`config.mk`:
```
export PLATFORM = sky130hd
export DESIGN_NAME = atan2pa_div
export DESIGN_NICKNAME = d
export VERILOG_FILES = /design/src/sv/atan2pa_pkg.sv /design/src/sv/atan2pa_div.sv
export SDC_FILE = /design/constraint.sdc
export NUM_CORES = 1
export LEC_CHECK = 0
export BUFFER_PORTS_ARGS = -buffer_cell sky130_fd_sc_hd__clkbuf_2
export CAP_MARGIN = 30
export CORE_MARGIN = 2
export CORE_UTILIZATION = 35
export DETAILED_ROUTE_END_ITERATION = 7
export GPL_TIMING_DRIVEN = 0
export PLACE_DENSITY = 0.57
export SLEW_MARGIN = 20
export SYNTH_ARGS = -nofsm -noshare
export SYNTH_HDL_FRONTEND = slang
export SYNTH_SLANG_ARGS = --single-unit
```
`constraint.sdc`:
```
create_clock -name clk_i -period 5.5 [get_ports clk_i]
set_clock_uncertainty 0.1 [all_clocks]
set_input_delay 0.55 -clock clk_i [delete_from_list [all_inputs] [get_ports clk_i]]
set_output_delay 0.55 -clock clk_i [all_outputs]
set_load 0.01 [all_outputs]
```
`src/sv/atan2pa_pkg.sv`:
```
`timescale 1ns / 1ps
`default_nettype none

package atan2pa_pkg;

  localparam int unsigned QUO_W = 16;
  localparam int unsigned DIV_BITS_PER_STAGE = 2;
  localparam int unsigned DIV_STAGES = QUO_W / DIV_BITS_PER_STAGE;

  localparam int unsigned Z_W = QUO_W + 1;
  localparam int unsigned ZZ_W = 31;
  localparam int unsigned INNER_W = 48;
  localparam int unsigned SPLIT_LO = 24;
  localparam int unsigned ACC_W = 64;

  localparam logic signed [15:0] COEF_N2 = -16'sd6290;
  localparam logic signed [INNER_W-1:0] N1_Q45 = INNER_W'(64'sd31863 <<< 30);

  localparam logic signed [ACC_W-1:0] PI_Q60 = 64'sh3243F6A8885A308D;
  localparam logic signed [ACC_W-1:0] HALF_PI_Q60 = 64'sh1921FB54442D1846;

  typedef enum logic [2:0] {
    OFF_ZERO,
    OFF_PI,
    OFF_NEG_PI,
    OFF_HALF,
    OFF_NEG_HALF
  } offset_e;

  typedef struct packed {
    logic    neg;
    logic    kill;
    offset_e off;
  } side_t;

endpackage

`default_nettype wire

```
`src/sv/atan2pa_div.sv`:
```
`timescale 1ns / 1ps
`default_nettype none

module atan2pa_div #(
  parameter int unsigned WIDTH = 16
) (
  input  wire                              clk_i,
  input  wire                              rst_ni,
  input  wire                              en_i,
  input  wire                              valid_i,
  input  wire  [WIDTH-1:0]                 num_i,
  input  wire  [WIDTH-1:0]                 den_i,
  input  atan2pa_pkg::side_t               side_i,
  output logic                             valid_o,
  output logic [atan2pa_pkg::QUO_W-1:0]    quo_o,
  output atan2pa_pkg::side_t               side_o
);

  localparam int unsigned RW = WIDTH + 1;
  localparam int unsigned S  = atan2pa_pkg::DIV_STAGES;
  localparam int unsigned B  = atan2pa_pkg::DIV_BITS_PER_STAGE;
  localparam int unsigned QW = atan2pa_pkg::QUO_W;

  logic [RW-1:0]      rem_q  [S];
  logic [RW-1:0]      den_q  [S];
  logic [QW-1:0]      quo_q  [S];
  atan2pa_pkg::side_t side_q [S];
  logic               vld_q  [S];

  for (genvar s = 0; s < S; s++) begin : g_stage
    logic [RW-1:0]      rem_in, den_in, rem_d;
    logic [QW-1:0]      quo_in, quo_d;
    atan2pa_pkg::side_t side_in;
    logic               vld_in;

    if (s == 0) begin : g_first
      assign rem_in  = RW'(num_i);
      assign den_in  = RW'(den_i);
      assign quo_in  = '0;
      assign side_in = side_i;
      assign vld_in  = valid_i;
    end else begin : g_next
      assign rem_in  = rem_q[s-1];
      assign den_in  = den_q[s-1];
      assign quo_in  = quo_q[s-1];
      assign side_in = side_q[s-1];
      assign vld_in  = vld_q[s-1];
    end

    always_comb begin
      logic [RW-1:0] r;
      logic [QW-1:0] q;
      r = rem_in;
      q = quo_in;
      for (int b = 0; b < B; b++) begin
        if (r >= den_in) begin
          r = r - den_in;
          q = {q[QW-2:0], 1'b1};
        end else begin
          q = {q[QW-2:0], 1'b0};
        end
        r = {r[RW-2:0], 1'b0};
      end
      rem_d = r;
      quo_d = q;
    end

    always_ff @(posedge clk_i or negedge rst_ni) begin
      if (!rst_ni) begin
        vld_q[s] <= 1'b0;
      end else if (en_i) begin
        vld_q[s] <= vld_in;
      end
    end

    always_ff @(posedge clk_i) begin
      if (en_i) begin
        rem_q[s]  <= rem_d;
        den_q[s]  <= den_in;
        quo_q[s]  <= quo_d;
        side_q[s] <= side_in;
      end
    end
  end

  assign valid_o = vld_q[S-1];
  assign quo_o   = quo_q[S-1];
  assign side_o  = side_q[S-1];

endmodule

`default_nettype wire

```
# Word level (Yosys, flattened, before mapping)
# Memory sizes are Yosys's and may differ from the RTL's.
# Cells that the tools add are included.
# totals
reg_bits	8
ramBits	432
input_bits	41
output_inout_bits	22
elab_cells	78
n_memories	4
# op_classes
add_sub_neg	16
order_cmp	16
n_mux	34
# memory_table
memory	words	width	read_ports	rd_ports_with_merged_regs	wr	line_no	source
den_q	8	17	7	0	8	atan2pa_div.sv:25	logic [RW-1:0] den_q [S];
quo_q	8	16	8	0	8	atan2pa_div.sv:26	logic [QW-1:0] quo_q [S];
rem_q	8	16	7	0	8	atan2pa_div.sv:24	logic [RW-1:0] rem_q [S];
side_q	8	5	8	0	8	atan2pa_div.sv:27	atan2pa_pkg::side_t side_q [S];
# ops
op	count
$mux W16	16
$sub A16 B16 Y16	16
$ge A17 B17 Y1	14
$mux W1	18
$ge A17 B16 Y1	1
$ge A16 B16 Y1	1

# Logic depth before layout (Yosys ltp)
# An unclocked memory read counts as a cell.
# depth
ltp_word	5
mapped_depth	24
depth_no_buf	21

# Worst setup path before layout
# No wires, ideal clock.
# synth_path
path_kind	register -> register
from	mem rem_q[2][3] in the netlist's numbering
to	mem rem_q[3][10] in the netlist's numbering, data pin
setup_ns	0.260
t_arrival_ns	5.361
required_ns	5.140
setup_slack_ns	-0.220
stages_incl_launch_ff	22
path_buffers	3
period_less_slack_ns	5.720
path_cell_list	edfxtp_1 -> ha_1 -> a21o_1 -> or3_1 -> o21ai_1 -> o221ai_1 -> o31a_1 -> nor3_2 -> clkbuf_1 -> nor2_1 -> ha_1 -> nor2b_1 -> o31a_1 -> nor2_1 -> o21ai_0 -> a21oi_1 -> o21ai_0 -> a31oi_1 -> o211a_1 -> clkbuf_1 -> buf_1 -> mux2_2
# synth_lines
element	line_no
start: declaration	atan2pa_div.sv:24

==> results.ini <==
[logic_synthesis]
syn_area_per_cell_sq_um=10.4
yosysUniqueCellTypes=78
synth_area_leaders=edfxtp_1, ha_1, mux2_2, xnor2_1, a21oi_1
ys_warn_count=0
synth_top_cell_by_area=edfxtp_1
syn_inst=2307
synth_area_sq_mm=0.0240
synth-edff-count=336
synth.yosys.seq_area_share=0.428
synth_ff_type=edfxtp_1
async_reset_ff_frac=0.0233
ys_seq_elements=344
synth_nets=2606
synth_top_area_share=0.420

[detailed_routing]
vias_per_cell=5.36
drt-pass1-iter-count=5
routedWlPerCell_um=18.4
antenna_left=0
vias=18300
drc=0
drt_iter0_drc=1018
wirelength_mm=62.8

[die]
fp.dieW_um=266
core_sq_mm=0.0683
pin_count=63
rows=96
initial_core_util=0.352
fp.dieH_um=266
dieArea_sq_mm=0.0708

[final_layout]
area_growth_pct=19.3
drive_gt1_frac=0.194
antenna_cells=0
finalInstanceArea_sq_mm=0.0287
nNetsFinal=2796
fill_cells=6451

[clock_tree]
cts-root-buf=clkbuf_16
cts_tree=yes
clk_pin_slew_ns=0.06
cts_max_level=2
clk_latency_ns=0.59
cts.sinks=344
cts_made_buffers=43
cts_buffer_depth=3

[grt]
grtUsageMet1=0.202
grtUsageTotal=0.175
grt_antenna_before_repair=0
met2_usage=0.325
grt_pass1_wl_mm=98.8
grt_max_degree=87
grt_pass1_vias=18700
use_met3=0.0233
grt.busiest_layer=met2
overflow=0

[setup_path]
max_stage_delay_ns=0.58
critPathLaunchType=register
cp.required_ns=5.74
path_class=register to register
reg2reg_from=den_q[3][1]
path_cells=inv_2, ha_4, nor2b_4, o31a_1, o21ai_4, o211ai_1, or4_4, a311oi_4, buf_6, buf_8, mux2_4, ha_4, nand2_4, o21bai_4, a211o_1, a21oi_4, a21boi_4, o21ai_4, a211oi_4, buf_6, buf_8, mux2_4
ff2ff_setup_slack_ns=0.03
cp_slowest_cell=or4_4
startpoint=den_q[3][1]
endpoint_kind=register
crit_fanout=6
crit_arrival_ns=5.70

[timing]
period_minus_slack_ns=5.47
tightestPinTransition_ns=0.557
min_period_over_period=0.994
rsz0062_at_grt=yes
drv_slew=0
setup_violations=0
slew_headroom=0.624
max_freq_ghz=0.183
hold_viol_final=0
fin_tns_setup_ns=0

[place]
port-buffer-count=62
placed_area_sq_mm=0.0256
routabilityCongestion=0.910
place_hpwl_mm=48.3

[worst_hold_path]
hp-start=side_i[4]
hp-class=input pin to register

[status]
status=complete, no violations

[job]
drv_cap=0

-- worst max-delay path, delay by kind of cell (launching register included) --
kind	cells	cell delay (ns)
flops	1	0.48
fa+ha+maj	2	0.50
compound gates	10	2.06
mux	2	0.62
simple gates	3	0.76
buf+inv	5	0.70
-- cell usage in the layout (no fill, tap or decap), types with 13 or more instances in the layout --
master and instances:
nand3_1 46, a21oi_2 14, o31ai_1 19, xnor2_1 117
a31oi_1 16, inv_1 192, nand2b_1 17, mux2_2 108
and3_1 19, a21oi_1 161, nand2_1 141, buf_4 74
xor2_1 56, o211ai_1 13, ha_1 231, nor3_1 31
o21bai_1 20, clkbuf_2 64, clkbuf_16 44, a211oi_1 16
nor2b_1 35, nor2_1 160, o21a_1 43, edfxtp_1 336
a21o_1 63, nand4_1 21, o21ai_0 112
-- cell usage after synthesis (all sizes together) (5+ instances only) --
library cell and count:
and2 10, nor4 14, or4 8, xor2 56, nor2 163, fa 9, xnor2 117, nand3 49
a21o 63, a21oi 178, nand4 21, o41ai 6, or3 10, nor3 36, mux2 119, a211o 8
a22oi 6, o31a 7, a21boi 12, o2111ai 9, buf 9, nand2b 17, inv 201, o21ai 141
o211ai 14, nand2 143, dfrtp 8, edfxtp 336, nor2b 37, and3 19, a211oi 21, ha 249
o21bai 24, a311o 5, o31ai 23, o21a 43, clkbuf 24, mux2i 9, a31oi 21
-- what timing repair did --
item,in CTS,in global routing
gates resized for setup,124,125
hold buffers,2,0
setup endpoints to repair,117,116
buffers inserted,34,45
gates cloned,1,1
pin swaps,25,42
hold endpoints to repair,9,0
-- final cells by class --
cell class              instances  area, sq um  share of cell area
flip-flops and latches        344        10300               0.359
clock buffers                  50         1100              0.0385
plain buffers                  28          234             0.00816
repair buffers                150         1140              0.0398
clock inverters                28          395              0.0138
multi-input cells            1728        13600               0.476
well taps                     882         1100              0.0385
inverters                     202          762              0.0266
-- routing by layer --
metal	wire length [um]	vias to the layer above
li1	-	8973
met1	25600	8871
met2	32600	334
met3	2090	127
met4	2520	0
met5	0	-
-- stage by stage --
stage / worst slack [ns] / instances / hold slack, ns / util
after floorplan: 0.0258 / 2307 / 0.154 / -
after global placement: -2.27 / 3251 / 0.294 / 0.373
after detailed placement: -1.83 / 3256 / 0.303 / 0.374
after CTS: 0.00433 / 3368 / 0.00268 / 0.407
after global routing: -0.0719 / 3412 / 0.0169 / 0.419
final: 0.0334 / 3412 / 0.0434 / 0.419
-- cells by family after synthesis --
logic type / count (synthesis) / synth area share
fa+ha+maj: 258 / 0.137
mux: 128 / 0.0595
simple gates: 546 / 0.108
buf+inv: 235 / 0.0373
xor+xnor: 173 / 0.0630
flops: 344 / 0.428
compound gates: 623 / 0.167
-- state kept, by name, summed over array words and instances, names as in the netlist --
signal	flops
den_q	112
g_stage.vld_in	7
quo_q	72
rem_q	112
side_q	40
valid_o	1
-- path summary, 6_finish.rpt --
kind	end	cells after the start
setup / recovery	rem_q[4][4]	22
hold / removal	side_q[0][4]	1
setup reg to reg	rem_q[4][4]	22
hold reg to reg	side_q[1][10]	0
max in group asynchronous	g_stage[5].vld_in	2
min in group asynchronous	valid_o	2
Power is left out: the tool's default activity adds up to more than one toggle a clock period on the data nets, which glitch-free logic cannot reach.
