<file path="src/sv/atan2pa_pkg.sv">
`timescale 1ns / 1ps
`default_nettype none

package atan2pa_pkg;

  localparam int unsigned QUO_W = 16;
  localparam int unsigned DIV_BITS_PER_STAGE = 2;
  localparam int unsigned DIV_STAGES = QUO_W / DIV_BITS_PER_STAGE;

  localparam int unsigned Z_W = QUO_W + 1;
  localparam int unsigned ZZ_W = 31;
  localparam int unsigned INNER_W = 48;
  localparam int unsigned SPLIT_LO = 24;
  localparam int unsigned ACC_W = 64;

  localparam logic signed [15:0] COEF_N2 = -16'sd6290;
  localparam logic signed [INNER_W-1:0] N1_Q45 = INNER_W'(64'sd31863 <<< 30);

  localparam logic signed [ACC_W-1:0] PI_Q60 = 64'sh3243F6A8885A308D;
  localparam logic signed [ACC_W-1:0] HALF_PI_Q60 = 64'sh1921FB54442D1846;

  typedef enum logic [2:0] {
    OFF_ZERO,
    OFF_PI,
    OFF_NEG_PI,
    OFF_HALF,
    OFF_NEG_HALF
  } offset_e;

  typedef struct packed {
    logic    neg;
    logic    kill;
    offset_e off;
  } side_t;

endpackage

`default_nettype wire

</file>
<file path="src/sv/atan2pa_poly.sv">
`timescale 1ns / 1ps
`default_nettype none

module atan2pa_poly #(
  parameter int unsigned ANGLE_FRACTION_BITS = 13
) (
  input  wire                                 clk_i,
  input  wire                                 rst_ni,
  input  wire                                 en_i,
  input  wire                                 valid_i,
  input  wire  [atan2pa_pkg::QUO_W-1:0]       quo_i,
  input  atan2pa_pkg::side_t                  side_i,
  output logic                                valid_o,
  output logic [ANGLE_FRACTION_BITS+2:0]      angle_o
);

  localparam int unsigned OW    = ANGLE_FRACTION_BITS + 3;
  localparam int unsigned SH    = 60 - ANGLE_FRACTION_BITS;
  localparam int unsigned ZW    = atan2pa_pkg::Z_W;
  localparam int unsigned ZZW   = atan2pa_pkg::ZZ_W;
  localparam int unsigned IW    = atan2pa_pkg::INNER_W;
  localparam int unsigned LO    = atan2pa_pkg::SPLIT_LO;
  localparam int unsigned AW    = atan2pa_pkg::ACC_W;
  localparam int unsigned NST   = 9;
  localparam logic [AW-1:0] RND = AW'(1) << (SH - 1);

  logic [NST-1:0] vld_q;

  logic signed [ZW-1:0]         z_d, z0_q, z1_q, z2_q, z3_q;
  atan2pa_pkg::offset_e         off0_q, off1_q, off2_q, off3_q, off4_q, off5_q;
  logic signed [2*ZW-1:0]       zz_full;
  logic [ZZW-1:0]               zz_q;
  logic signed [IW-1:0]         t_d, t_q;
  logic signed [IW-1:0]         inner_q;
  logic signed [LO+ZW:0]        plo_d, plo_q;
  logic signed [IW-LO+ZW-1:0]   phi_d, phi_q;
  logic signed [AW-1:0]         poly_d, poly_q;
  logic signed [AW-1:0]         total_d, total_q;
  logic [AW-1:0]                rsum_d, rsum_q;
  logic                         neg_q;
  logic [OW-1:0]                mag, angle_d, angle_q;

  assign z_d = side_i.kill ? '0 :
               side_i.neg  ? -$signed({1'b0, quo_i}) : $signed({1'b0, quo_i});

  assign zz_full = z0_q * z0_q;
  assign t_d     = IW'(atan2pa_pkg::COEF_N2) * IW'($signed({1'b0, zz_q}));
  assign plo_d   = $signed({1'b0, inner_q[LO-1:0]}) * z3_q;
  assign phi_d   = $signed(inner_q[IW-1:LO]) * z3_q;
  assign poly_d  = (AW'(phi_q) <<< LO) + AW'(plo_q);

  always_comb begin
    case (off5_q)
      atan2pa_pkg::OFF_PI:       total_d = atan2pa_pkg::PI_Q60 + poly_q;
      atan2pa_pkg::OFF_NEG_PI:   total_d = -atan2pa_pkg::PI_Q60 + poly_q;
      atan2pa_pkg::OFF_HALF:     total_d = atan2pa_pkg::HALF_PI_Q60 - poly_q;
      atan2pa_pkg::OFF_NEG_HALF: total_d = -atan2pa_pkg::HALF_PI_Q60 - poly_q;
      default:                   total_d = poly_q;
    endcase
  end

  assign rsum_d  = total_q[AW-1] ? (~total_q + RND + 1'b1) : (total_q + RND);
  assign mag     = rsum_q[SH +: OW];
  assign angle_d = neg_q ? (~mag + 1'b1) : mag;

  always_ff @(posedge clk_i or negedge rst_ni) begin
    if (!rst_ni) begin
      vld_q <= '0;
    end else if (en_i) begin
      vld_q <= {vld_q[NST-2:0], valid_i};
    end
  end

  always_ff @(posedge clk_i) begin
    if (en_i) begin
      z0_q    <= z_d;
      off0_q  <= side_i.off;
      zz_q    <= zz_full[ZZW-1:0];
      z1_q    <= z0_q;
      off1_q  <= off0_q;
      t_q     <= t_d;
      z2_q    <= z1_q;
      off2_q  <= off1_q;
      inner_q <= atan2pa_pkg::N1_Q45 + t_q;
      z3_q    <= z2_q;
      off3_q  <= off2_q;
      plo_q   <= plo_d;
      phi_q   <= phi_d;
      off4_q  <= off3_q;
      poly_q  <= poly_d;
      off5_q  <= off4_q;
      total_q <= total_d;
      rsum_q  <= rsum_d;
      neg_q   <= total_q[AW-1];
      angle_q <= angle_d;
    end
  end

  assign valid_o = vld_q[NST-1];
  assign angle_o = angle_q;

endmodule

`default_nettype wire

</file>
<file path="config.mk">
export PLATFORM = sky130hd
export DESIGN_NAME = atan2pa_poly
export DESIGN_NICKNAME = d
export VERILOG_FILES = /design/src/sv/atan2pa_pkg.sv /design/src/sv/atan2pa_poly.sv
export SDC_FILE = /design/constraint.sdc
export NUM_CORES = 2
export LEC_CHECK = 0
export ABC_AREA = 1
export BUFFER_PORTS_ARGS = -buffer_cell sky130_fd_sc_hd__buf_2
export CELL_PAD_IN_SITES_DETAIL_PLACEMENT = 0
export CELL_PAD_IN_SITES_GLOBAL_PLACEMENT = 1
export CORE_ASPECT_RATIO = 0.9
export CORE_UTILIZATION = 44
export DETAILED_ROUTE_END_ITERATION = 6
export PLACE_DENSITY_LB_ADDON = 0.1
export SYNTH_ARGS = -nofsm -noshare
export SYNTH_HDL_FRONTEND = slang
export SYNTH_SLANG_ARGS = --single-unit
</file>
<file path="constraint.sdc">
create_clock -name clk_i -period 8.45 [get_ports clk_i]
set_input_delay 0.4225 -clock clk_i [delete_from_list [all_inputs] [get_ports clk_i]]
set_output_delay 0.4225 -clock clk_i [all_outputs]
set_load 0.02 [all_outputs]
</file>
# After elaboration in Yosys (flattened, before gate mapping)
# Cells that the tools add are included.
dict set report word_totals {
  regBits 511
  output_inout_bits 17
  elab_cells 49
}
dict set report op_classes {
  n_addsub 11
  mul 4
  eq_ne 4
  mux 4
  n_bitwise 3
  reduce_logical 1
}
# operator n
set op_table {}
lappend op_table {{case mux 64 bit (4 select lines)} 1}
lappend op_table {{adder 63 x 64 -> 64 bit, first input constant} 2}
lappend op_table {{subtractor 62 x 64 -> 64 bit, first input constant} 2}
lappend op_table {{adder 63 x 47 -> 63 bit, second input constant} 2}
lappend op_table {{adder 64 x 42 -> 64 bit} 1}
lappend op_table {{adder 63 x 1 -> 63 bit, second input constant} 1}
lappend op_table {{2-to-1 mux 63 bit} 1}
lappend op_table {{inverter 63 bit} 1}
lappend op_table {{adder 46 x 48 -> 48 bit, first input constant} 1}
lappend op_table {{multiplier 13 x 32 -> 45 bit, first input constant} 1}
lappend op_table {{multiplier 25 x 17 -> 42 bit} 1}
lappend op_table {{multiplier 24 x 17 -> 40 bit} 1}
lappend op_table {{2-to-1 mux 16 bit} 2}
lappend op_table {{multiplier 17 x 17 -> 31 bit} 1}
lappend op_table {{negation 16 -> 17 bit} 1}
lappend op_table {{adder 16 x 1 -> 16 bit, second input constant} 1}
lappend op_table {{inverter 16 bit} 1}
lappend op_table {{== test 3 x 2 -> 1 bit, second input constant} 2}
lappend op_table {{== test 3 x 1 -> 1 bit, second input constant} 1}
lappend op_table {{== test 3 bit, second input constant} 1}
lappend op_table {{OR reduction 2 bit} 1}
lappend op_table {{inverter 1 bit} 1}

# Longest topological paths before layout
dict set report depth {
  word_depth 4
  mapped_depth 29
  ltp_nobuf 27
}

# Worst setup path before layout
# No wires, ideal clock.
dict set report synth_path {
  kind {register to register}
  from {reg z0_q[4]}
  to {reg zz_q[30], data pin}
  setup_time_ns 0.253
  arrival_time_ns 5.921
  path_slack_ns 2.276
  stages_incl_launch_ff 24
  path_cell_list {edfxtp_1 clkbuf_1 clkbuf_1 nand2_1 fa_1 inv_1 fa_1 inv_1 fa_1 inv_1 fa_1 fa_1 inv_1 fa_1 inv_1 ha_1 nand2_1 nor3_1 nand2_1 or2_2 nand3_1 inv_1 nand3_1 nand2_1}
}
dict set report synth_via {
  elab_chain_len 1
}
# item line_no
set synth_rtl {}
lappend synth_rtl {{from (decl)} atan2pa_poly.sv:29} ;# logic signed [ZW-1:0] z_d, z0_q, z1_q, z2_q, z3_q;
lappend synth_rtl {{from (signal assigned)} atan2pa_poly.sv:76} ;# z0_q <= z_d;
lappend synth_rtl {{multiplier 17 x 17 -> 31 bit} atan2pa_poly.sv:46} ;# assign zz_full = z0_q * z0_q;
lappend synth_rtl {{net zz_full[30]} atan2pa_poly.sv:31} ;# logic signed [2*ZW-1:0] zz_full;
lappend synth_rtl {{to (signal assigned)} atan2pa_poly.sv:78} ;# zz_q <= zz_full[ZZW-1:0];
lappend synth_rtl {{to (decl)} atan2pa_poly.sv:32} ;# logic [ZZW-1:0] zz_q;
# The timed path passes the listed nets, and every way through them passes these cells.
# A chain may end at the register's enable or synchronous reset.

# Worst setup path after layout
dict set report layout_path {
  from {reg z0_q[3]}
  to {reg zz_q[30], data pin}
}
# Same word-level chain as after synthesis.

==> qor.yml <==
outcome: "complete, no violations"
drv_slew: 0
cp_data_required_time_ns: 8.88
cts_tree: "yes"
synth_fp_nets: 12030
yosysSeqAreaShare_pct: 17.21
drt_iter0_drc: 4083
ys_top_cells_by_count: "inv_1, nand2_1, fa_1"
cts-root-buf: "clkbuf_16"
io_buffers: 41
drt-pass1-iter-count: 6
synth_top_cell_by_area: "fa_1"
crit_family: "adder cells"
fill_cells: 18040
ys.flop_type: "edfxtp_1"
drcViolationCount: 0
critPathKind: "reg2reg"
synth.distinct_cells: 57
fp.coreArea_um2: 176800
finClkSkew_ns: 0.04854
crit_fanout: 19
cp_slowest_cell: "edfxtp_1"
cp.arrival_ns: 7.19
syn_inst: 10200
layout.cells.non_filler: 12530
rows: 146
ios: 42
clk_path_buf_depth: 3
tightest_slew_ns: 1.161
finalSetupTns_ns: 0
drive_above_1_share_pct: 3.798
post_cts_resized: 0
yosysWarnings: 0
dr_total_vias: 63080
totalWireLength_um: 261700
path_buf_inv: 6
synth_area_um2: 78800
hold_viol: 0
hpwl_um: 223400
ant_nets: 0
relSlewSlack_pct: 22.58
routedWlPerCell_um: 20.89
fmax_mhz: 147.9
startpoint_type: "flop"
htree_levels: 2
crit_path_end_kind: "flop"
fp.dieH_um: 403.5
initial_core_util_pct: 44.56
area.growth.synth_to_final_pct: 5.867
cts_buffers: 58
gr-total-overflow: 0
grt_pass1_wl_um: 397600
cts_sinks: 453
grt_usage_pct: 29.36
antenna_found_initial: 4
synth.area.top_cells: "fa_1, edfxtp_1, inv_1"
fin_crit_sh_pct: 80.04
reg2reg_slack_ns: 1.69
rsz0062_at_grt: "no"
yosys_register_bits: 453
r2r_cells: 21
vias_per_cell: 5.033
hold_path_class: "in2reg"
clk_latency_ns: 0.70
cp-endpoint: "zz_q[30]"
crit_chain: "nand2_1 -> fa_1 -> inv_1 -> fa_1 -> inv_1 -> fa_1 -> inv_1 -> fa_1 -> fa_1 -> inv_1 -> fa_1 -> inv_1 -> ha_1 -> nand2_1 -> nor3_1 -> nand2_1 -> or2_2 -> nand3_1 -> inv_1 -> nand3_1 -> nand2_1"
slowest_delay_ns: 0.83
place.gp.congestion: 0.9779
path_depth: 21
setup-violations-final: 0
avgSynthCellArea_um2: 7.728
die_area_um2: 180800
clk_pin_slew_ns: 0.06
min_period_ns: 6.763
synth_top_area_share_pct: 29.32
grt_start_max_net_pins: 147
placed_cells: 12420
reg2reg_to: "zz_q[30]"
nNetsFinal: 11940
cap_violations: 0
reg2reg_from: "z0_q[3]"
synth_edf_count: 444
yosysMostFrequentCell: "inv_1"
ys_async_sr_fraction_pct: 1.987
critPathLaunch: "z0_q[3]"
first_global_vias: 65590
die_x_um: 448.1
-- sequential cells by signal, indices dropped and copies added, names as in the netlist --
register / count
rsum_q: 16
off5_q: 3
poly_q: 63
z1_q: 17
z2_q: 17
phi_q: 40
vld_q: 9
angle_o: 16
off3_q: 3
total_q: 64
off2_q: 3
off0_q: 3
off1_q: 3
z3_q: 17
off4_q: 3
neg_q: 1
plo_q: 41
inner_q: 45
zz_q: 29
z0_q: 17
t_q: 43
-- metal layers --
metal	routed length, µm	track usage, %	share of wire (%)	vias to the layer above
li1	-	-	-	30310
met1	113200	38.90	43	30950
met2	126600	50.47	48	1515
met3	11790	2.692	4.5	296
met4	10090	9.395	3.9	4
met5	25	0	0.0096	-
-- layout by cell type (no fill, tap or decap), drive strengths merged, types with 76 or more instances in the layout --
master / n
inv: 2796
nand2: 2622
fa: 1154
ha: 650
nor2: 629
edfxtp: 444
nand3: 397
a21oi: 359
o21ai: 240
xor2: 170
buf: 93
nand4: 76
-- area by class of cell --
class	count	area (µm²)	share of cell area, %
Multi-Input combinational cell	6719	53880	64.58
Sequential cell	453	13560	16.25
Inverter	2784	10450	12.53
Tap cell	2368	2963	3.552
Clock buffer	72	1545	1.852
Timing Repair Buffer	98	705.7	0.8459
Clock inverter	36	321.6	0.3855
Antenna cell	2	5.005	0.005999
-- what timing repair did --
| action | in CTS | in global routing |
|---|---|---|
| endpoints found under the hold margin | 13 | 0 |
| hold buffers | 5 | 0 |
| buffers inserted | 0 | 0 |
| setup endpoints to repair | 0 | 0 |
-- worst min-delay path by stage --
stage / startpoint / to / slack [ns] / cells after the start
6_report: quo_i[11] / z0_q[11] / 0.08 / 2
5_1_grt: quo_i[11] / z0_q[11] / 0.06 / 2
4_1_cts: quo_i[11] / z0_q[11] / 0.03 / 2
3_5_place_dp: rst_ni / vld_q[8] / 0.28 / 1
3_3_place_gp: rst_ni / vld_q[0] / 0.28 / 1
2_1_floorplan: rst_ni / vld_q[0] / 0.13 / 0
-- through the flow --
stage | util, % | instance area [µm²] | setup slack (ns) | hold WS, ns
floorplan | - | 78800 | 2.276 | 0.1269
global placement | 46.09 | 81500 | 1.773 | 0.2793
detailed placement | 46.09 | 81500 | 1.729 | 0.2818
CTS | 47.17 | 83420 | 1.687 | 0.02977
global route | 47.17 | 83420 | 1.260 | 0.06388
finish | 47.18 | 83420 | 1.687 | 0.07807
-- cell families after synthesis --
group                    share of synthesized area [%]
AND/OR/NAND/NOR                                  20.57
buffers and inverters                            14.44
adder cells (fa/ha/maj)                          39.64
AO/OA/AOI/OAI                                    5.506
flip-flops                                       17.21
XOR/XNOR                                         2.623
multiplexers                                   0.01429
Power is left out: the tool's default activity adds up to more than one toggle a clock period on the data nets, which glitch-free logic cannot reach.
