**src/sv/atan2pa_pkg.sv**
```systemverilog
`timescale 1ns / 1ps
`default_nettype none

package atan2pa_pkg;

  localparam int unsigned QUO_W = 16;
  localparam int unsigned DIV_BITS_PER_STAGE = 2;
  localparam int unsigned DIV_STAGES = QUO_W / DIV_BITS_PER_STAGE;

  localparam int unsigned Z_W = QUO_W + 1;
  localparam int unsigned ZZ_W = 31;
  localparam int unsigned INNER_W = 48;
  localparam int unsigned SPLIT_LO = 24;
  localparam int unsigned ACC_W = 64;

  localparam logic signed [15:0] COEF_N2 = -16'sd6290;
  localparam logic signed [INNER_W-1:0] N1_Q45 = INNER_W'(64'sd31863 <<< 30);

  localparam logic signed [ACC_W-1:0] PI_Q60 = 64'sh3243F6A8885A308D;
  localparam logic signed [ACC_W-1:0] HALF_PI_Q60 = 64'sh1921FB54442D1846;

  typedef enum logic [2:0] {
    OFF_ZERO,
    OFF_PI,
    OFF_NEG_PI,
    OFF_HALF,
    OFF_NEG_HALF
  } offset_e;

  typedef struct packed {
    logic    neg;
    logic    kill;
    offset_e off;
  } side_t;

endpackage

`default_nettype wire

```
**src/sv/atan2pa_front.sv**
```systemverilog
`timescale 1ns / 1ps
`default_nettype none

module atan2pa_front #(
  parameter int unsigned WIDTH = 16
) (
  input  wire                      clk_i,
  input  wire                      rst_ni,
  input  wire                      en_i,
  input  wire                      valid_i,
  input  wire  [WIDTH-1:0]         y_value_i,
  input  wire  [WIDTH-1:0]         x_value_i,
  output logic                     valid_o,
  output logic [WIDTH-1:0]         num_o,
  output logic [WIDTH-1:0]         den_o,
  output atan2pa_pkg::side_t       side_o
);

  logic [WIDTH-1:0]   ax, ay;
  logic               y_neg, x_neg;
  logic               valid_q;
  logic [WIDTH-1:0]   num_d, num_q, den_d, den_q;
  atan2pa_pkg::side_t side_d, side_q;

  assign y_neg = y_value_i[WIDTH-1];
  assign x_neg = x_value_i[WIDTH-1];
  assign ax    = x_neg ? (~x_value_i + 1'b1) : x_value_i;
  assign ay    = y_neg ? (~y_value_i + 1'b1) : y_value_i;

  always_comb begin
    if (ax >= ay) begin
      num_d        = ay;
      den_d        = ax;
      side_d.neg   = y_neg ^ x_neg;
      side_d.kill  = (ax == '0);
      if (x_neg) begin
        side_d.off = y_neg ? atan2pa_pkg::OFF_NEG_PI : atan2pa_pkg::OFF_PI;
      end else begin
        side_d.off = atan2pa_pkg::OFF_ZERO;
      end
    end else begin
      num_d       = ax;
      den_d       = ay;
      side_d.neg  = y_neg ^ x_neg;
      side_d.kill = 1'b0;
      side_d.off  = y_neg ? atan2pa_pkg::OFF_NEG_HALF : atan2pa_pkg::OFF_HALF;
    end
  end

  always_ff @(posedge clk_i or negedge rst_ni) begin
    if (!rst_ni) begin
      valid_q <= 1'b0;
    end else if (en_i) begin
      valid_q <= valid_i;
    end
  end

  always_ff @(posedge clk_i) begin
    if (en_i) begin
      num_q  <= num_d;
      den_q  <= den_d;
      side_q <= side_d;
    end
  end

  assign valid_o = valid_q;
  assign num_o   = num_q;
  assign den_o   = den_q;
  assign side_o  = side_q;

endmodule

`default_nettype wire

```
**config.mk**
```make
export PLATFORM = sky130hd
export DESIGN_NAME = atan2pa_front
export DESIGN_NICKNAME = d
export VERILOG_FILES = /design/src/sv/atan2pa_pkg.sv /design/src/sv/atan2pa_front.sv
export SDC_FILE = /design/constraint.sdc
export NUM_CORES = 1
export LEC_CHECK = 0
export ABC_CLOCK_PERIOD_IN_PS = 850
export BUFFER_PORTS_ARGS = -buffer_cell sky130_fd_sc_hd__buf_2
export CAP_MARGIN = 20
export CORE_MARGIN = 2
export CORE_UTILIZATION = 53
export DETAILED_ROUTE_END_ITERATION = 8
export MAX_ROUTING_LAYER = met4
export PLACE_DENSITY_LB_ADDON = 0.05
export SYNTH_ARGS = -nofsm -noshare
export SYNTH_HDL_FRONTEND = slang
export SYNTH_SLANG_ARGS = --single-unit
```
**constraint.sdc**
```tcl
create_clock -name clk_i -period 0.85 [get_ports clk_i]
set_input_delay 0.1275 -clock clk_i [delete_from_list [all_inputs] [get_ports clk_i]]
set_output_delay 0.1275 -clock clk_i [all_outputs]
set_load 0.03 [all_outputs]
```
==> results of run 1 <==
[cell families after synthesis]
| group | share of synthesized area [%] |
|---|---|
| compound gates | 9.25 |
| buf+inv | 4.11 |
| mux | 13.7 |
| simple gates | 11.8 |
| xor+xnor | 8.87 |
| flops | 42.9 |
| fa+ha+maj | 9.44 |
[Yosys cell counts (2+ instances only)]
cell type	count
edfxtp_1	37
mux2i_1	33
inv_1	22
ha_1	20
xor2_1	17
nand2_1	11
nor2_1	10
xnor2_1	8
a21oi_1	7
o31ai_1	5
nand4_1	4
nor3_1	4
o21ai_0	4
buf_1	3
clkbuf_1	3
mux2_2	3
nand3_1	3
a211oi_1	2
a31oi_1	2
nand3b_1	2
nor4_1	2
nor4_4	2
o2111ai_1	2
o21a_1	2
o41ai_1	2
or4_4	2
[per-stage QoR]
stage               TNS [ps]  setup slack, ps  hold slack [ps]  instances  utilization (%)
floorplan             -72450            -2050             -168        232                -
global placement      -80160            -2290            -98.6        456             79.6
detailed placement    -83340            -2380            -95.7        456             79.6
CTS                   -73420            -2000             57.3        485             94.3
[per-layer routing]
layer	overflow	track usage, %
met3	0	43.0
met1	0	69.9
met4	2	63.1
met5	-	-
met2	0	86.5
[what timing repair did]
| item | in CTS |
|---|---|
| hold buffers | 1 |
| endpoints found under the hold margin | 1 |
| pin swaps | 20 |
| gates resized for setup | 109 |
| setup endpoints to repair | 75 |
| buffers inserted | 20 |
| cloned | 0 |
==> flow_summary_export.csv, run 1 <==
group,metric,value,unit
sta,grt-worst-endpoint,"side_o[1]$_DFFE_PP_/D",
logic_synthesis,synthTopCellsByArea,"edfxtp_1 42%, mux2i_1 12%, ha_1 9.4%, xor2_1 5.6%, inv_1 3.1%",
floorplanning,row_count,25,
grt,grt_max_degree,20,
clocking,numCtsBuffers,5,
logic_synthesis,synthCells,232,
clocking,clockBufferDepth,2,
grt,grt.total_usage,68.0,%
clocking,cts-root-buf,"clkbuf_8",
clocking,cts_max_level,2,
sta,endpoint_type,"sequential cell input",
logic_synthesis,yosysTopAreaCellShare,41.9,%
logic_synthesis,synth_warnings,0,
grt,gr-total-overflow,2,
logic_synthesis,netlist_area,2650,sq um
logic_synthesis,synth.avg_cell_area,11.4,sq um
floorplanning,fp.dieH,74.7,microns
floorplanning,ios,74,
logic_synthesis,yosysSeqAreaShare,42.9,%
floorplanning,fp.dieW,74.7,microns
placed_design,post_dp_cell_area,3810,sq um
logic_synthesis,synth_nets,288,
clocking,cts_sinks,38,
logic_synthesis,synth_top_cell_by_area,"edfxtp_1",
run_status,stop_error,"[ERROR GRT-0232] Routing congestion too high. Check the congestion heatmap in the GUI.",
logic_synthesis,synth_edf_count,37,
run_status,haltStage,"5_1_grt",
run_status,status,"aborted with a tool error",
logic_synthesis,yosys_most_used_dff,"edfxtp_1",
placed_design,dpl.hpwl,5550,microns
placed_design,numPortBuffers,73,
logic_synthesis,synthArstFlopShare,2.63,%
floorplanning,initial_core_util,55.4,%
logic_synthesis,ys_ff_latch,38,
placed_design,gp_congestion,0.955,
logic_synthesis,synth_cell_types,46,
==> inputs of run 2 (changes only) <==
--- a/config.mk
+++ b/config.mk
@@ -9,10 +9,9 @@
 export BUFFER_PORTS_ARGS = -buffer_cell sky130_fd_sc_hd__buf_2
 export CAP_MARGIN = 20
 export CORE_MARGIN = 2
-export CORE_UTILIZATION = 53
+export CORE_UTILIZATION = 40
 export DETAILED_ROUTE_END_ITERATION = 8
-export MAX_ROUTING_LAYER = met4
-export PLACE_DENSITY_LB_ADDON = 0.05
+export PLACE_DENSITY_LB_ADDON = 0.15
 export SYNTH_ARGS = -nofsm -noshare
 export SYNTH_HDL_FRONTEND = slang
 export SYNTH_SLANG_ARGS = --single-unit
==> run 2 against run 1 <==
The flow now finishes, with violations (setup timing). Synthesized cell count unchanged. Synthesized area unchanged.
==> flow_summary_export.csv, run 2 <==
group,metric,value,unit
run_status,status,"complete, but fails checks",
run_status,violations,"setup timing",
min_path,min_delay_path_depth,2,
finish,drive_gt1_share,56.5,%
logic_synthesis,synthArstFlopShare,2.63,%
routing,vias,2555,
logic_synthesis,yosysMostFrequentCell,"edfxtp_1",
clocking,cts_sinks,38,
setup_path,reg2reg_slack,70,ps
setup_path,crit_chain,"buf_6 -> or4_4 -> nor4_4 -> a41oi_2 -> xnor2_2 -> inv_1 -> ha_1 -> nand4_1 -> a21oi_1 -> a211o_4 -> buf_6 -> mux2i_1",
logic_synthesis,synthTopCellsByArea,"edfxtp_1 42%, mux2i_1 12%, ha_1 9.4%, xor2_1 5.6%, inv_1 3.1%",
setup_path,crit_type,"primary input to flip-flop",
min_path,min_from,"valid_i",
grt,grt.total_usage,21.8,%
finish,nNetsFinal,492,
grt,grt_pass1_vias,2622,
placed_design,place_worst_setup_slack,-2380,ps
clocking,cts.clk_slew.worst_paths,70,ps
logic_synthesis,yosysSeqAreaShare,42.9,%
pwr,powerDensity,1620,nW/um^2
clocking,cts_tree,"done",
placed_design,gp_congestion,0.814,
finish,area_growth,74.6,%
sta,final.setup.worst_slack,-1970,ps
setup_path,slowest_stage,"or4_4",
logic_synthesis,synth.avg_cell_area,11.4,sq um
placed_design,post_dp_cell_area,3840,sq um
clocking,clkLatencyLatePin,290,ps
grt,antenna_found_initial,0,
setup_path,critPathTopFamily,"simple AND/OR/NAND/NOR gates",
floorplanning,die_area,7300,sq um
setup_path,cpMostUsedCell,"buf_6",
setup_path,crit_path_start_kind,"primary input",
logic_synthesis,synth_common_cells,"37 x edfxtp_1, 33 x mux2i_1, 22 x inv_1",
floorplanning,ios,74,
routing,dr.pass1.iters,4,
floorplanning,initial_core_util,41.5,%
sta,worst_slew_pin_slew,338,ps
setup_path,max_stage_delay,570,ps
routing,drc,0,
pwr,total_power,7.48,mW
clocking,cts_max_level,2,
placed_design,placed_cells,469,
placed_design,dpl.hpwl,5540,microns
sta,relSlewSlack,77.3,%
logic_synthesis,synth_nets,288,
routing,drt_wl_total,7560,microns
finish,fin_area,4630,sq um
clocking,numCtsBuffers,5,
clocking,cts-root-buf,"clkbuf_8",
finish,layout_common_cells,"123 x buf_4, 44 x buf_6, 37 x edfxtp_1, 33 x mux2i_1, 31 x buf_2",
clocking,clockBufferDepth,2,
routing,via_per_inst,4.97,
logic_synthesis,ys_ff_latch,38,
pwr,leakagePower,2.17,nW
floorplanning,core-area,6390,sq um
sta,timing.fmax,0.355,GHz
sta,finalCriticalPeriod,2820,ps
setup_path,crit_required,890,ps
setup_path,worst-path-stages,12,
sta,finClkSkew,0,ps
logic_synthesis,synth_cell_types,46,
finish,instances_no_fill,514,
sta,finalSetupViolCount,74,
setup_path,crit_fanout,10,
finish,final_common_cell,"buf_4",
logic_synthesis,netlist_area,2650,sq um
routing,drt_iter0_markers,70,
floorplanning,fp.dieW,85.4,microns
routing,ant_nets,0,
setup_path,r2r_start,"valid_o",
setup_path,crit-reg2reg-capture,"valid_o",
setup_path,arrival,2860,ps
finish,antenna_cells,0,
sta,rsz0062_at_grt,"yes",
sta,finalHoldViolCount,0,
logic_synthesis,synth_edf_count,37,
grt,grt_max_degree,22,
logic_synthesis,synth_top_cell_by_area,"edfxtp_1",
setup_path,crit_start,"x_value_i[9]",
logic_synthesis,synthCells,232,
finish,fillers,457,
setup_path,path_buf_inv,3,
sta,finalCritPeriodShare,332,%
logic_synthesis,yosys_most_used_dff,"edfxtp_1",
logic_synthesis,yosysTopAreaCellShare,41.9,%
sta,final_max_slew_viol_count,0,
setup_path,worstSetupEndpoint,"num_o[11]",
floorplanning,row_count,29,
placed_design,numPortBuffers,73,
grt,grt_first_pass_wirelength,12400,microns
pwr,ir_worst_vdd,1.01,mV
setup_path,setup.worst_path.end_class,"flip-flop",
job,cap_violations,0,
grt,gr-total-overflow,0,
setup_path,r2r_cells,1,
routing,drt-wirelength-per-cell,14.7,microns
logic_synthesis,synth_warnings,0,
min_path,worstHoldPathType,"primary input to flip-flop",
floorplanning,fp.dieH,85.4,microns
finish,postLayoutCoreUtil,72.5,%
[run 2: power breakdown]
group | internal [mW] | total, mW | switching (mW)
Combinational | 1.86 | 3.62 | 1.75
Sequential | 2.45 | 2.57 | 0.129
Clock | 0.662 | 1.29 | 0.625
Total | 4.97 | 7.48 | 2.51
[run 2: repair_timing]
action                                  4_1_cts  5_1_grt
endpoints found under the hold margin         1        0
hold buffers                                  1        0
endpoints found under the setup margin       75       75
setup buffers                                34        1
pin swaps                                    12        1
cloned                                        1        0
gates resized for setup                     107        2
[run 2: logic make-up after synthesis]
group	Yosys count	synth area share, %
muxes	36	13.7
buffers and inverters	29	4.11
and+or+nand+nor	49	11.8
AOI/OAI and AO/OA	34	9.25
DFF	38	42.9
xor gates and xnor gates	26	8.87
adders and majority gates	20	9.44
[run 2: how the worst min path moves through the flow]
| stage | to |
|---|---|
| floorplan | valid_o |
| global placement | valid_o |
| detailed placement | valid_o |
| CTS | valid_o |
| global route | valid_o |
| finish | valid_o |
[run 2: layer usage]
layer	global-route usage, %	part of all wire, %
met2	36.5	50
met5	0	0
met1	28.7	44
met3	3.11	3.3
met4	8.08	2.7
[run 2: cell type report]
cell class / count / area, sq um / area share, %
Sequential cell: 38 / 1140 / 24.6
Multi-Input combinational cell: 165 / 1560 / 33.7
Clock buffer: 8 / 90.1 / 1.95
Inverter: 23 / 87.6 / 1.89
Timing Repair Buffer: 203 / 1660 / 35.8
Tap cell: 77 / 96.3 / 2.08
[run 2: per-stage QoR]
step	TNS, ps	hold WS, ps
global placement	-83110	-98.4
global route	-80260	79.5
detailed placement	-84180	-94.5
finish	-73120	71.5
CTS	-71960	67.2
floorplan	-72450	-168
(Power assumes the default switching activity.)
==> inputs of run 3 (changes only) <==
--- a/config.mk
+++ b/config.mk
@@ -11,7 +11,8 @@
 export CORE_MARGIN = 2
 export CORE_UTILIZATION = 40
 export DETAILED_ROUTE_END_ITERATION = 8
-export PLACE_DENSITY_LB_ADDON = 0.15
+export PLACE_DENSITY = 0.61
+export RECOVER_POWER = 25
 export SYNTH_ARGS = -nofsm -noshare
 export SYNTH_HDL_FRONTEND = slang
 export SYNTH_SLANG_ARGS = --single-unit
==> run 3 against run 2 <==
The run still ends with setup timing left. Utilization rose by 0.63 points. Combinational power increased by 5%. Critical path type unchanged. Worst setup slack lost 85 ps. Clock skew is the same. Routed wire length is 2.6% higher. Maximum frequency is 2.9% lower. Die area stayed put. Highest routed layer unchanged. Register-to-register slack about the same. Count of clock-buffer cells in the layout is 3 lower. Global-route usage shrank 0.83 points. Non-clock buffer count shrank 9.
==> flow_summary_export.csv, run 3 (same netlist as run 2, synthesis figures left out) <==
group,metric,value,unit
clocking,cts.clk_slew.worst_paths,80,ps
setup_path,crit_fanout,6,
routing,drc,0,
sta,setup_tns,-76700,ps
grt,grt_pass1_vias,2554,
setup_path,reg2reg_slack,70,ps
sta,final_max_slew_viol_count,0,
placed_design,numPortBuffers,73,
finish,instances_no_fill,505,
finish,antenna_cells,0,
sta,finalCritPeriodShare,342,%
finish,drive_gt1_share,56.8,%
placed_design,dpl.hpwl,5280,microns
sta,finalSetupViolCount,74,
pwr,leakagePower,2.17,nW
setup_path,setup.worst_path.end_class,"flip-flop",
run_status,status,"complete, but fails checks",
routing,vias,2567,
finish,layout_common_cells,"107 x buf_4, 48 x buf_6, 37 x edfxtp_1, 33 x mux2i_1, 29 x buf_2",
grt,gr-total-overflow,0,
floorplanning,row_count,29,
routing,ant_nets,0,
setup_path,crit_path_start_kind,"primary input",
finish,nNetsFinal,483,
sta,relSlewSlack,71.4,%
clocking,cts_max_level,2,
floorplanning,ios,74,
min_path,worstHoldPathType,"primary input to flip-flop",
placed_design,post_dp_cell_area,3830,sq um
clocking,numCtsBuffers,5,
floorplanning,core-area,6390,sq um
routing,drt_wl_total,7760,microns
pwr,powerDensity,1690,nW/um^2
routing,drt_iter0_markers,116,
setup_path,arrival,2960,ps
sta,rsz0062_at_grt,"yes",
routing,dr.pass1.iters,4,
finish,final_common_cell,"buf_4",
clocking,clkLatencyLatePin,300,ps
run_status,violations,"setup timing",
clocking,cts_sinks,38,
routing,drt-wirelength-per-cell,15.4,microns
sta,finClkSkew,0,ps
finish,area_growth,76.1,%
job,cap_violations,0,
sta,worst_slew_pin_slew,429,ps
finish,fillers,439,
grt,grt_max_degree,28,
clocking,cts_tree,"done",
pwr,ir_worst_vdd,1.24,mV
floorplanning,initial_core_util,41.5,%
pwr,total_power,7.90,mW
placed_design,gp_congestion,0.842,
floorplanning,fp.dieW,85.4,microns
sta,finalHoldViolCount,0,
floorplanning,fp.dieH,85.4,microns
finish,fin_area,4670,sq um
grt,grt.total_usage,21.0,%
grt,antenna_found_initial,0,
setup_path,crit_type,"primary input to flip-flop",
grt,grt_first_pass_wirelength,12000,microns
setup_path,crit_required,900,ps
routing,via_per_inst,5.08,
clocking,cts-root-buf,"clkbuf_8",
sta,finalCriticalPeriod,2900,ps
sta,final.setup.worst_slack,-2050,ps
sta,timing.fmax,0.344,GHz
floorplanning,die_area,7300,sq um
clocking,clockBufferDepth,2,
placed_design,placed_cells,465,
run 3: cell count changes in the layout (fill, tap and decap cells not counted), sizes merged:
cell    delta
bufinv     +1
inv        +1
clkinv     +1
bufbuf     +1
clkbuf     -1
buf       -12
run 3: critical path, cell delays in order:
cell	delay [ps]
buf_6	100
or4_4	560
or3_4	380
o31ai_2	240
xor2_1	310
ha_4	260
a21oi_1	140
nor2b_1	80
a211o_4	310
buf_12	150
mux2_4	290
run 3: worst paths after layout:
kind | start | end | cells after the start
worst max-delay path | y_value_i[8] | side_o[0] | 11
worst min-delay path | valid_i | valid_o | 2
worst max register to register | valid_o | valid_o | 1
worst min register to register | valid_o | valid_o | 1
max in group asynchronous | rst_ni | valid_o | 2
min in group asynchronous | rst_ni | valid_o | 2
run 3: power by group:
group | switching [mW] | leakage [nW] | internal [mW]
sequential | 0.125 | 0.372 | 2.44
clock | 0.657 | 0.0579 | 0.864
combinational | 1.80 | 1.74 | 2.01
run 3: what timing repair did:
action                     4_1_cts  5_1_grt
pin swaps                        9        7
gates cloned                     2        1
setup endpoints to repair       75       75
setup buffers                   20        9
hold endpoints to repair         1        0
hold buffers                     1        0
resized for setup              104       18
run 3: area by class of cell:
cell class	count	area, sq um	share of cell area, %
Clock buffer	5	68.8	1.47
Clock inverter	3	40.0	0.857
Inverter	23	86.3	1.85
Multi-Input combinational cell	165	1580	33.8
Sequential cell	38	1140	24.4
Tap cell	77	96.3	2.06
Timing Repair Buffer	194	1660	35.6
run 3: metrics by stage:
| step | utilization (%) | worst slack [ps] | hold WS (ps) |
|---|---|---|---|
| finish | 73.1 | -2050 | 63.5 |
| detailed placement | 59.9 | -2360 | -94.1 |
| global route | 73.1 | -2170 | 68.5 |
| global placement | 59.9 | -2320 | -98.3 |
| floorplan | - | -2050 | -168 |
| CTS | 70.9 | -1960 | 56.2 |
run 3: routing by layer:
metal | global-route usage, % | share of wire, %
met1 | 26.6 | 42
met4 | 6.49 | 1.6
met2 | 37.2 | 51
met3 | 2.63 | 4.7
met5 | 0 | 0
